==> src/rtl/set_assoc_cache_lru_lfu_top_assert.svh <==
// ----------------------------------------------------------------------------
// Assertion macros for the set-associative cache tag block
// Short forms for the clocked properties used by the RTL, disabled in reset.
// ----------------------------------------------------------------------------
`ifndef SET_ASSOC_CACHE_LRU_LFU_TOP_ASSERT_SVH
`define SET_ASSOC_CACHE_LRU_LFU_TOP_ASSERT_SVH

// The condition must hold in the same cycle as the trigger.
`define SACL_ASSERT_SAME(lbl, trig, cond, msg) \
  lbl: assert property (@(posedge clk) disable iff (!rst_n) (trig) |-> (cond)) \
    else $error(msg);

// The condition must hold in the cycle after the trigger.
`define SACL_ASSERT_NEXT(lbl, trig, cond, msg) \
  lbl: assert property (@(posedge clk) disable iff (!rst_n) (trig) |=> (cond)) \
    else $error(msg);

`endif

==> src/rtl/sacl_pkg.sv <==
// ----------------------------------------------------------------------------
// Cache tag block package
// Field widths, register codes and the per-way line record for the RTL modules.
// ----------------------------------------------------------------------------
package sacl_pkg;

  localparam int ADDR_W      = 32;
  localparam int TAG_W       = 32;
  localparam int COUNT_W     = 16;
  localparam int AGE_W       = 8;
  localparam int CYCLE_W     = 48;
  localparam int MISS_W      = 32;
  localparam int TIME_W      = 16;
  localparam int OFFSET_W    = 5;
  localparam int WAY_NUM_W   = 4;   // enough for up to sixteen ways
  localparam int WAY_OUT_W   = 2;
  localparam int CFG_IDX_W   = 4;
  localparam int CFG_DATA_W  = 16;
  localparam int OUT_DATA_W  = 88;
  localparam int OUT_PAD_W   = OUT_DATA_W - WAY_OUT_W - CYCLE_W - MISS_W;

  localparam logic [COUNT_W-1:0] COUNT_MAX = '1;
  localparam logic [AGE_W-1:0]   AGE_MAX   = '1;

  typedef enum logic [CFG_IDX_W-1:0] {
    CFG_POLICY       = 4'd0,
    CFG_OFFSET       = 4'd1,
    CFG_HIT_TIME     = 4'd2,
    CFG_MISS_PENALTY = 4'd3
  } cfg_reg_t;

  typedef enum logic {
    POLICY_LRU = 1'b0,
    POLICY_LFU = 1'b1
  } policy_t;

  typedef struct packed {
    logic               valid;
    logic [TAG_W-1:0]   tag;
    logic [COUNT_W-1:0] count;
    logic [AGE_W-1:0]   age;
  } line_t;

  typedef struct packed {
    logic                 hit;
    logic [WAY_NUM_W-1:0] way;
  } access_res_t;

endpackage

==> src/rtl/sacl_index.sv <==
// ----------------------------------------------------------------------------
// Address split
// Derives the set index and the stored tag from a byte address.
// ----------------------------------------------------------------------------
module sacl_index #(
  parameter int SET_BITS = 6,
  parameter int IDX_W    = 6
) (
  input  logic [sacl_pkg::ADDR_W-1:0]   addr,
  input  logic [sacl_pkg::OFFSET_W-1:0] offset,
  output logic [IDX_W-1:0]              set_idx,
  output logic [sacl_pkg::TAG_W-1:0]    tag
);
  import sacl_pkg::*;

  logic [ADDR_W-1:0] shifted;
  logic [6:0]        split;
  logic [63:0]       keep_mask;

  always_comb begin
    shifted   = addr >> offset;
    split     = 7'(offset) + 7'(SET_BITS);
    // Bits at and above the split survive; a split of 32 or more clears the tag.
    keep_mask = {64{1'b1}} << split;
    tag       = addr & keep_mask[TAG_W-1:0];
    set_idx   = (SET_BITS == 0) ? '0 : shifted[IDX_W-1:0];
  end

endmodule

==> config.mk <==
export PLATFORM = sky130hd
export DESIGN_NAME = sacl_index
export DESIGN_NICKNAME = d
export VERILOG_FILES = /design/src/rtl/set_assoc_cache_lru_lfu_top_assert.svh /design/src/rtl/sacl_pkg.sv /design/src/rtl/sacl_index.sv
export SDC_FILE = /design/constraint.sdc
export NUM_CORES = 1
export LEC_CHECK = 0
export ABC_CLOCK_PERIOD_IN_PS = 2600
export BUFFER_PORTS_ARGS = -buffer_cell sky130_fd_sc_hd__buf_2
export CAP_MARGIN = 20
export CORE_ASPECT_RATIO = 2
export CORE_MARGIN = 3
export CORE_UTILIZATION = 51
export DETAILED_ROUTE_END_ITERATION = 12
export PLACE_DENSITY_LB_ADDON = 0.12
export SLEW_MARGIN = 30
export SYNTH_ARGS = -nofsm -noshare
export SYNTH_HDL_FRONTEND = slang
export SYNTH_SLANG_ARGS = --single-unit
==> constraint.sdc <==
create_clock -name vclk -period 2.6
set_input_delay 0.52 -clock vclk [all_inputs]
set_output_delay 0.52 -clock vclk [all_outputs]
set_load 0.05 [all_outputs]
# Yosys cells after proc, flatten, opt, wreduce, memory -nomap -nowiden
# Index checks and enable logic that the tools add are counted.
# W data, S select, Z words.
[totals]
wordCells = 4
in_bits = 37
register_bits = 0
output_inout_bits = 38
[op_classes]
add_sub_neg = 1
shift = 2
n_bitwise = 1
[ops]
columns = ["operator", "n"]
rows = [
  ["$shl A64 B6 Y32 const A", 1],
  ["$and A32 B32 Y32", 1],
  ["$shr A32 B5 Y6", 1],
  ["$add A5 B3 Y6 const B", 1],
]

# Longest topological paths before layout
[depth]
depth_word = 3
depth_mapped = 9

# Worst setup path before layout
# OpenSTA, ideal clock, no wires.
[synth_path]
path_kind = "in2out"
from = "input offset[0] (netlist bit)"
to = "output set_idx[1]"
required_time_ps = 2080
stages = 6
arrival_ps = 2801
path_buffers = 2
path_slack_ps = -721
cell_sequence = "buf_6 -> buf_4 -> nor2b_1 -> o2bb2ai_1 -> a211oi_1 -> nor4_1"
[synth_between]
elab_chain_cells = 1
[synth_lines]
columns = ["element", "line", "rtl"]
rows = [
  ["start, declared", "sacl_index.sv:10", "input logic [sacl_pkg::OFFSET_W-1:0] offset,"],
  ["$shr A32 B5 Y6", "sacl_index.sv:21", "shifted = addr >> offset;"],
  ["end, declared", "sacl_index.sv:11", "output logic [IDX_W-1:0] set_idx,"],
]
# No other way between the ends.

# Final worst setup path
[layout_path]
from = "input offset[0] (netlist bit)"
to = "output set_idx[5]"
# Same word-level chain as after synthesis.

==> impl_metrics.json <==
{
  "num_io_pins": 75,
  "violations": "setup timing",
  "setup_ws_ns": -0.0537,
  "fp-row-count": 28,
  "wire_per_inst_um": 24.4,
  "irDropWorstVdd_mv": 0.204,
  "rsz0062_at_grt": "true",
  "synthesis.area_um2": 1660,
  "outcome": "complete, but fails checks",
  "whs_path_depth": 4,
  "crit_family": "buffers and inverters",
  "path_cells": "buf_6 > clkbuf_16 > buf_4 > mux4_1 > o22ai_1 > a311oi_2 > clkbuf_4",
  "cp_slowest_cell": "mux4_1",
  "seq_area_um2": 0,
  "fmax_mhz": 377,
  "slew_headroom": 0.754,
  "dieArea_um2": 4030,
  "grt_pass1_vias": 2179,
  "cp-start-kind": "input pin",
  "initial_core_util": 0.546,
  "antennaDiodeCount": 0,
  "p_total_uw": 712,
  "fillers": 180,
  "grt_usage": 0.358,
  "min_to": "tag[26]",
  "required_ns": 2.08,
  "vias": 2227,
  "setup_viol": 3,
  "synth_top_area_share": 0.205,
  "seq_area_frac_synth": 0,
  "ys_warn_count": 0,
  "fin_area_um2": 2570,
  "fin_setup_tns_ns": -0.0675,
  "powerDensity_nw_per_um2": 277,
  "hold_class": "in2out",
  "n_sequential_cell": 0,
  "synthToLayoutAreaGrowth_pct": 54.7,
  "drc": 0,
  "grt_pass1_wl_um": 10900,
  "placed_area_um2": 2360,
  "num-nets-final": 325,
  "critPathCaptureType": "primary output",
  "routed_wl_um": 7650,
  "fp.dieW_um": 46.4,
  "antenna_found_initial": 0,
  "first_iter_violations": 99,
  "grt_max_degree": 18,
  "fin_cells": 313,
  "post-route-util": 0.844,
  "place_ws_ns": -0.171,
  "vias_per_cell": 7.12,
  "hpwlAfterDp_um": 5170,
  "leakage_nw": 1.20,
  "timing.hold.ws_ns": 1.46,
  "cp_num_buf_inv": 4,
  "fp.coreArea_um2": 3050,
  "critical_path_peak_fanout": 9,
  "dr.pass1.iters": 5,
  "nClkBuffers": 0,
  "yosysMostFrequentCell": "nand2_1",
  "die_h_um": 86.8,
  "final_antenna_net_count": 0,
  "port_buffers": 75,
  "post-place-cells": 309,
  "hp-start": "addr[26]",
  "drv_cap": 0,
  "synth_nets": 227,
  "finalMaxSlewViolations": 0,
  "gp_congestion": 0.918,
  "worst_pin_slew_ns": 0.365,
  "synth.distinct_cells": 45,
  "ys_top_cells_by_count": "nand2_1, and3_1, mux4_1",
  "arrival_ns": 2.13,
  "yosysTopAreaCell": "mux4_1",
  "critPathMaxStageDelay_ns": 0.58,
  "period_minus_slack_ns": 2.65,
  "hold_viol": 0,
  "post_synth.cell_area_avg_um2": 8.90,
  "synth_cells": 187,
  "synth_area_leaders": "mux4_1, mux4_2, and3_1",
  "drive_gt1_frac": 0.608,
  "crit_type": "in2out",
  "period_share": 1.02,
  "overflow": 0
}
## cell usage in the layout, fill, tap and decap left out, types with 3 or more instances in the layout
cell type	Yosys	routed
buf_2	4	58
buf_4	3	39
nand2_1	25	25
mux4_2	11	15
mux4_1	13	9
mux2i_1	8	8
buf_6	5	8
and2_1	8	7
and3_2	0	7
o22ai_1	7	7
and3_4	0	6
nand2b_1	6	5
inv_1	4	4
nor3_1	4	4
o21ai_1	0	3
a31oi_1	4	3
o21ai_0	6	3
nor2b_1	7	3
and3b_2	0	3
mux2_2	3	3
a21o_1	3	3
clkbuf_4	2	3
buf_12	1	3
## worst max-delay path by stage
stage,from,to,slack (ns),cells after the start
2_1_floorplan,offset[1],tag[24],-0.33,9
3_3_place_gp,offset[1],tag[2],-0.14,9
3_5_place_dp,offset[1],tag[2],-0.17,9
4_1_cts,offset[0],set_idx[0],0.0003,7
5_1_grt,offset[0],set_idx[5],-0.09,7
6_report,offset[0],set_idx[5],-0.05,7
## power by group
group | switching (mW) | internal [mW] | total (mW) | leakage, nW
Clock | 0 | 0 | 0 | 0
Combinational | 0.424 | 0.288 | 0.712 | 1.20
Sequential | 0 | 0 | 0 | 0
Total | 0.424 | 0.288 | 0.712 | 1.20
## logic make-up after synthesis
| family | after synthesis | synth area share |
|---|---|---|
| mux | 35 | 0.423 |
| fa+ha+maj | 3 | 0.0226 |
| xor+xnor | 1 | 0.00526 |
| compound gates | 42 | 0.174 |
| buf+inv | 22 | 0.0962 |
| simple gates | 84 | 0.280 |
## final cells by class
type / count / area (um^2) / area share
repair buffers: 113 / 813 / 0.316
well taps: 30 / 37.5 / 0.0146
multi-input cells: 165 / 1700 / 0.662
inverters: 5 / 20.0 / 0.00778
## layer usage
metal / part of all wire / GRT usage
met3: 0.083 / 0.0374
met2: 0.53 / 0.599
met1: 0.31 / 0.435
met4: 0.068 / 0.168
met5: 0 / 0
## what timing repair did
action	CTS	global route
buffers inserted	0	2
hold endpoints to repair	0	0
resized for setup	21	29
setup endpoints to repair	15	25
hold buffers	0	0
cloned	1	1
Power figures use the tool's default switching activity.
