## config.mk

```make
export PLATFORM = sky130hd
export DESIGN_NAME = sacl_update
export DESIGN_NICKNAME = d
export VERILOG_FILES = /design/src/rtl/set_assoc_cache_lru_lfu_top_assert.svh /design/src/rtl/sacl_pkg.sv /design/src/rtl/sacl_update.sv
export SDC_FILE = /design/constraint.sdc
export NUM_CORES = 1
export LEC_CHECK = 0
export BUFFER_PORTS_ARGS = -buffer_cell sky130_fd_sc_hd__buf_4
export CAP_MARGIN = 10
export CORE_AREA = 2 2 193 195
export DETAILED_ROUTE_END_ITERATION = 8
export DIE_AREA = 0 0 195 197
export PLACE_DENSITY_LB_ADDON = 0.1
export RECOVER_POWER = 25
export SKIP_LAST_GASP = 1
export SLEW_MARGIN = 20
export SYNTH_ARGS = -nofsm -noshare
export SYNTH_HDL_FRONTEND = slang
export SYNTH_SLANG_ARGS = --single-unit
```

## constraint.sdc

```tcl
create_clock -name vclk -period 13.4
set_input_delay 2.68 -clock vclk [all_inputs]
set_output_delay 2.68 -clock vclk [all_outputs]
set_load 0.05 [all_outputs]
```

## src/rtl/set_assoc_cache_lru_lfu_top_assert.svh

```systemverilog
// ----------------------------------------------------------------------------
// Assertion macros for the set-associative cache tag block
// Short forms for the clocked properties used by the RTL, disabled in reset.
// ----------------------------------------------------------------------------
`ifndef SET_ASSOC_CACHE_LRU_LFU_TOP_ASSERT_SVH
`define SET_ASSOC_CACHE_LRU_LFU_TOP_ASSERT_SVH

// The condition must hold in the same cycle as the trigger.
`define SACL_ASSERT_SAME(lbl, trig, cond, msg) \
  lbl: assert property (@(posedge clk) disable iff (!rst_n) (trig) |-> (cond)) \
    else $error(msg);

// The condition must hold in the cycle after the trigger.
`define SACL_ASSERT_NEXT(lbl, trig, cond, msg) \
  lbl: assert property (@(posedge clk) disable iff (!rst_n) (trig) |=> (cond)) \
    else $error(msg);

`endif

```

## src/rtl/sacl_pkg.sv

```systemverilog
// ----------------------------------------------------------------------------
// Cache tag block package
// Field widths, register codes and the per-way line record for the RTL modules.
// ----------------------------------------------------------------------------
package sacl_pkg;

  localparam int ADDR_W      = 32;
  localparam int TAG_W       = 32;
  localparam int COUNT_W     = 16;
  localparam int AGE_W       = 8;
  localparam int CYCLE_W     = 48;
  localparam int MISS_W      = 32;
  localparam int TIME_W      = 16;
  localparam int OFFSET_W    = 5;
  localparam int WAY_NUM_W   = 4;   // enough for up to sixteen ways
  localparam int WAY_OUT_W   = 2;
  localparam int CFG_IDX_W   = 4;
  localparam int CFG_DATA_W  = 16;
  localparam int OUT_DATA_W  = 88;
  localparam int OUT_PAD_W   = OUT_DATA_W - WAY_OUT_W - CYCLE_W - MISS_W;

  localparam logic [COUNT_W-1:0] COUNT_MAX = '1;
  localparam logic [AGE_W-1:0]   AGE_MAX   = '1;

  typedef enum logic [CFG_IDX_W-1:0] {
    CFG_POLICY       = 4'd0,
    CFG_OFFSET       = 4'd1,
    CFG_HIT_TIME     = 4'd2,
    CFG_MISS_PENALTY = 4'd3
  } cfg_reg_t;

  typedef enum logic {
    POLICY_LRU = 1'b0,
    POLICY_LFU = 1'b1
  } policy_t;

  typedef struct packed {
    logic               valid;
    logic [TAG_W-1:0]   tag;
    logic [COUNT_W-1:0] count;
    logic [AGE_W-1:0]   age;
  } line_t;

  typedef struct packed {
    logic                 hit;
    logic [WAY_NUM_W-1:0] way;
  } access_res_t;

endpackage

```

## src/rtl/sacl_update.sv

```systemverilog
// ----------------------------------------------------------------------------
// Set update logic
// Looks up the tag in one set row, picks a victim on a miss and builds the
// row to write back with counts and ages moved on.
// ----------------------------------------------------------------------------
module sacl_update #(
  parameter int WAYS = 4
) (
  input  sacl_pkg::line_t [WAYS-1:0]    row,
  input  logic [sacl_pkg::TAG_W-1:0]    tag,
  input  sacl_pkg::policy_t             policy,
  output sacl_pkg::line_t [WAYS-1:0]    new_row,
  output sacl_pkg::access_res_t         res
);
  import sacl_pkg::*;

  localparam int WAY_W = (WAYS > 1) ? $clog2(WAYS) : 1;

  logic             hit;
  logic [WAY_W-1:0] hit_way;
  logic             inv_found;
  logic [WAY_W-1:0] inv_way;
  logic [WAY_W-1:0] best;
  logic [WAY_W-1:0] way;

  always_comb begin
    hit       = 1'b0;
    hit_way   = '0;
    inv_found = 1'b0;
    inv_way   = '0;
    best      = '0;

    for (int i = 0; i < WAYS; i++) begin
      if (!hit && row[i].valid && (row[i].tag == tag)) begin
        hit     = 1'b1;
        hit_way = WAY_W'(i);
      end
      if (!inv_found && !row[i].valid) begin
        inv_found = 1'b1;
        inv_way   = WAY_W'(i);
      end
    end

    // Strict comparisons keep the lowest way on a tie.
    for (int i = 1; i < WAYS; i++) begin
      if (policy == POLICY_LFU) begin
        if (row[i].count < row[best].count) begin
          best = WAY_W'(i);
        end
      end else begin
        if (row[i].age > row[best].age) begin
          best = WAY_W'(i);
        end
      end
    end

    if (hit) begin
      way = hit_way;
    end else if (inv_found) begin
      way = inv_way;
    end else begin
      way = best;
    end

    for (int i = 0; i < WAYS; i++) begin
      new_row[i] = row[i];
      if (WAY_W'(i) == way) begin
        new_row[i].age = '0;
        if (hit) begin
          if (row[i].count != COUNT_MAX) begin
            new_row[i].count = row[i].count + 1'b1;
          end
        end else begin
          new_row[i].valid = 1'b1;
          new_row[i].tag   = tag;
          new_row[i].count = '0;
        end
      end else if (row[i].age != AGE_MAX) begin
        new_row[i].age = row[i].age + 1'b1;
      end
    end

    res.hit = hit;
    res.way = WAY_NUM_W'(way);
  end

endmodule

```

After elaboration in Yosys (flattened, before gate mapping)
Index checks and enable logic that the tools add are counted.
- $add $sub $neg: 8
- magnitude comparators: 8
- equality and inequality tests: 15
- multiplexer cells: 53
- reduce and logical (&&, ||, !) cells: 19
- operators with widths (cell ; count):
    $bmux 57 s2 ; 2
    $mux 49 ; 4
    $mux 33 ; 4
    $eq 32x32->1 ; 4
    $mux 16 ; 8
    $add 16x1->16 const B ; 4
    $mux 8 ; 8
    $ne 16x16->1 const B ; 4
    $lt 16x16->1 ; 3
    $mux 24 ; 2
    $add 8x1->8 const B ; 4
    $ne 8x8->1 const B ; 4
    $mux 2 ; 13
    $gt 8x8->1 ; 3
    $mux 1 ; 12
    $logic_and 1x1->1 ; 10
    $logic_not 1->1 ; 8
    $lt 2x3->1 const B ; 2
    $eq 2x2->1 const A ; 2
    $eq 1x2->1 const A ; 1
    $logic_not 2->1 ; 1
- flip-flop bits (word level): 0
- input port bits: 261
- output and inout port bits: 233
- logic and storage cells: 103

Depth between registers and ports, before layout
- depth in word-level cells: 18
- gate-level depth with buffers: 37
- gate-level depth less buffers: 31

Least setup slack after synthesis
No wires, ideal clock.
- path type: input -> output
- from: input row[10] (netlist name)
- to: output new_row[183] (netlist name)
- arrival: 10143 ps
- data required time: 10720 ps
- setup slack: 577 ps
- stages on the path: 33
- buffers on the path: 3
- cell sequence: inv_1 > ha_1 > a211o_1 > a31oi_1 > o221ai_1 > a211o_1 > nand2_1 > clkbuf_1 > nor2_1 > a21oi_1 > ha_1 > a21o_1 > a21oi_1 > a21boi_0 > o21ai_0 > o221ai_1 > o22ai_2 > buf_1 > clkbuf_1 > a21oi_1 > nor2_1 > a21oi_1 > ha_1 > a21o_1 > a21o_1 > a211o_1 > a211oi_1 > o21bai_1 > a31oi_1 > o21ai_2 > inv_2 > nand3_1 > o41ai_1
- RTL lines (element ; RTL line ; RTL):
    start, declared ; sacl_update.sv:9 ; input sacl_pkg::line_t [WAYS-1:0] row,
    end, declared ; sacl_update.sv:12 ; output sacl_pkg::line_t [WAYS-1:0] new_row,

==> parameters.txt <==
Parameter                              Value

Finish
  Fin util ... 0.352
  Post-route insts no fill ... 2,151
  Proportion of layout cells with a drive suffix above 1 ... 0.400
  Synthesis-to-layout area growth ... 44.6%
  Area taken by flip-flops and latches ... 0 um^2
  # nets final ... between 2,000 and 2,500
  Total of clock buffers placed in the layout ... 0
  Number of fill cells in the layout ... 4,061
  Multi-input combinational cell area ... 8190 um^2
  Number of flip-flops and latches ... 0

Worst setup path
  Cell type of the slowest stage on the worst timing path ... sky130_fd_sc_hd__mux2_2
  Kind of start point of the critical path ... primary input
  Stage delay of the slowest cell on the critical path ... 540 ps
  Biggest fanout along the worst timing path ... 45
  Critical Path RT ... 10,720 ps
  Data arrival at the endpoint of the critical path ... slightly above 10,000 ps
  CP endpoint kind ... output port
  Critical path start-end classification ... in -> out

Pwr
  Part of the total power dissipated in combinational logic ... 1.000
  Switching share of power ... 0.651
  Seq pwr share ... 0
  Worst vdd ir ... 0.0373 mV
  Net Sw Power ... roughly 0.52 mW
  Design internal power ... roughly 0.28 mW
  Leakage power figure ... 5.82 nW
  Areal power density over the cells ... slightly above 60 nW/um^2
  Clock power share ... 0

Floorplanning
  Num rows ... 70
  Die Footprint ... 38,400 um^2
  Number of top-level pins ... between 400 and 500
  Die Span Y ... 197 um
  Die width ... ~200 um
  Effective utilization at floorplan ... 0.243
  Area of the core ... 36,300 um^2

Placed design
  Placed Cells ... ~2,100
  Estimated wirelength of the detail-placed design ... 44,400 um
  I/O Buffers ... ~490
  Global placement routability congestion ... around 0.93

Logic synthesis
  Number of library cell types mapped by synthesis ... 69
  Biggest area contributors in the synthesized netlist ... sky130_fd_sc_hd__mux2_2 (16%), sky130_fd_sc_hd__ha_1 (11%), sky130_fd_sc_hd__xor2_1 (9.3%)
  Avg Inst Size Synth ... 7.01 um^2
  Most area-hungry cell type in the Yosys netlist ... sky130_fd_sc_hd__mux2_2
  Syn Inst Count ... between 1,000 and 1,500
  Share of the synthesized area in the top cell type ... 0.158
  Seq/Total Area, Yosys ... 0
  Synth Warn # ... 0
  Synth Cell Area ... around 8800 um^2

Outcome
  Violated checks ... capacitance limit, slew limit
  Result of the run ... finished with violations

STA
  Actual transition at the worst max-transition pin ... 1830 ps
  Time the final worst path needs with I/O delays and setup ... between 10,000 and 15,000 ps
  Final setup vio count ... 0
  Max Slew Vio Count ... 40
  Share of the clock period used by the worst path ... 0.973
  Worst max-slew margin expressed relative to the limit ... -0.220
  Setup repair after global routing missed its margin ... yes
  Hold Fails Final Rpt ... 0
  Achievable Freq ... ~77 MHz

GRT
  First-pass GRT wire length ... 75,400 um
  Pin count of the biggest net entering global routing ... 46
  Overall overflow remaining after global route ... 0
  Via count of the first global-routing pass ... ~11,000
  GRT Util Overall ... 0.257
  Antenna violations before repair ... 4

Routing
  WL final ... slightly above 50,000 um
  Via total after detailed routing ... around 11,000
  Detailed-router iteration count before antenna repair ... 5
  Routed WL per cell ... roughly 24 um
  Detailed router's first-iteration violation count ... 680
  Post-route ant nets ... 0
  DR vias/cell ... 5.34
  Residual DRC count ... 0

Clock tree
  Number of hold-repair buffers added at the cts stage ... 0
  Post-CTS Repair Setup Buffers ... 0

Worst hold path
  Path category of the worst min-delay check ... in -> out

Job
  Number of maximum-capacitance constraint violations ... 1
repair_timing:
item	in CTS	in global routing
hold endpoints to repair	0	0
endpoints found under the setup margin	0	117
resized for setup	0	3
layout make-up:
type	count	share of cell area
repair buffers	510	0.296
multi-input cells	1118	0.642
well taps	468	0.0459
diodes	4	0.000784
inverters	51	0.0150
critical path: cells and delay by family:
family / cells / cell delay (ps)
AO/OA/AOI/OAI: 17 / 3760
adder cells (fa/ha/maj): 3 / 820
buffers and inverters: 6 / 1080
multiplexers: 2 / 800
AND/OR/NAND/NOR: 7 / 1130
metrics by stage:
step	setup TNS [ps]	total power, mW	hold WS (ps)	setup WS, ps	instance area [um^2]
floorplan	0	0.509	5580	577	8830
finish	0	0.795	5740	365	12800
global route	-2810	0.848	5760	-114	12800
CTS	0	0.801	5750	334	12800
global placement	0	0.796	5740	465	12800
detailed placement	0	0.798	5750	349	12800
metal layers:
layer / track usage / share of wire / vias to the layer above
li1: - / - / 5535
met1: 0.324 / 0.41 / 5413
met2: 0.457 / 0.49 / 485
met3: 0.0483 / 0.073 / 48
met4: 0.0526 / 0.020 / 0
met5: 0 / 0 / -
worst paths after layout:
| path | slack [ps] | cells past startpoint | start | to |
|---|---|---|---|---|
| setup / recovery | 360 | 35 | row[10] | new_row[30] |
| hold / removal | 5740 | 3 | row[227] | new_row[227] |
cells by family (layout without fill, tap and decap cells):
group / Yosys count / count (layout) / share of synthesized area
simple gates: 445 / 445 / 0.254
buf+inv: 142 / 561 / 0.0769
other cells: 1 / 6 / 0.000425
compound gates: 301 / 301 / 0.227
mux: 151 / 151 / 0.192
fa+ha+maj: 77 / 77 / 0.109
xor+xnor: 142 / 142 / 0.141
power by group through the flow:
| stage | clock network [mW] | logic, mW | registers, mW |
|---|---|---|---|
| after floorplan | 0 | 0.509 | 0 |
| after global placement | 0 | 0.796 | 0 |
| after detailed placement | 0 | 0.798 | 0 |
| after CTS | 0 | 0.801 | 0 |
| after global routing | 0.0000000401 | 0.848 | 0 |
| final | 0.0000000402 | 0.795 | 0 |
placed cells by master (no fill, tap or decap), drive strengths merged, types with 25 or more instances in the layout:
master,instances
a21oi,103
a31oi,34
buf,485
clkbuf,25
ha,77
inv,50
mux2,130
nand2,90
nand3,52
nand4,37
nor2,125
nor3,39
nor4,35
o21ai,29
o31ai,41
xnor2,48
xor2,94
Yosys cell counts (all sizes together) (16+ instances only):
cell / instances
xnor2: 48
nand2: 90
clkbuf: 23
nand4: 37
nor2: 125
nor3: 39
inv: 50
nand3: 52
a31oi: 34
a21oi: 103
nor4: 35
buf: 68
xor2: 94
o31ai: 41
mux2i: 21
o21ai: 29
ha: 77
mux2: 130
and3: 16
Power figures use the tool's default switching activity.
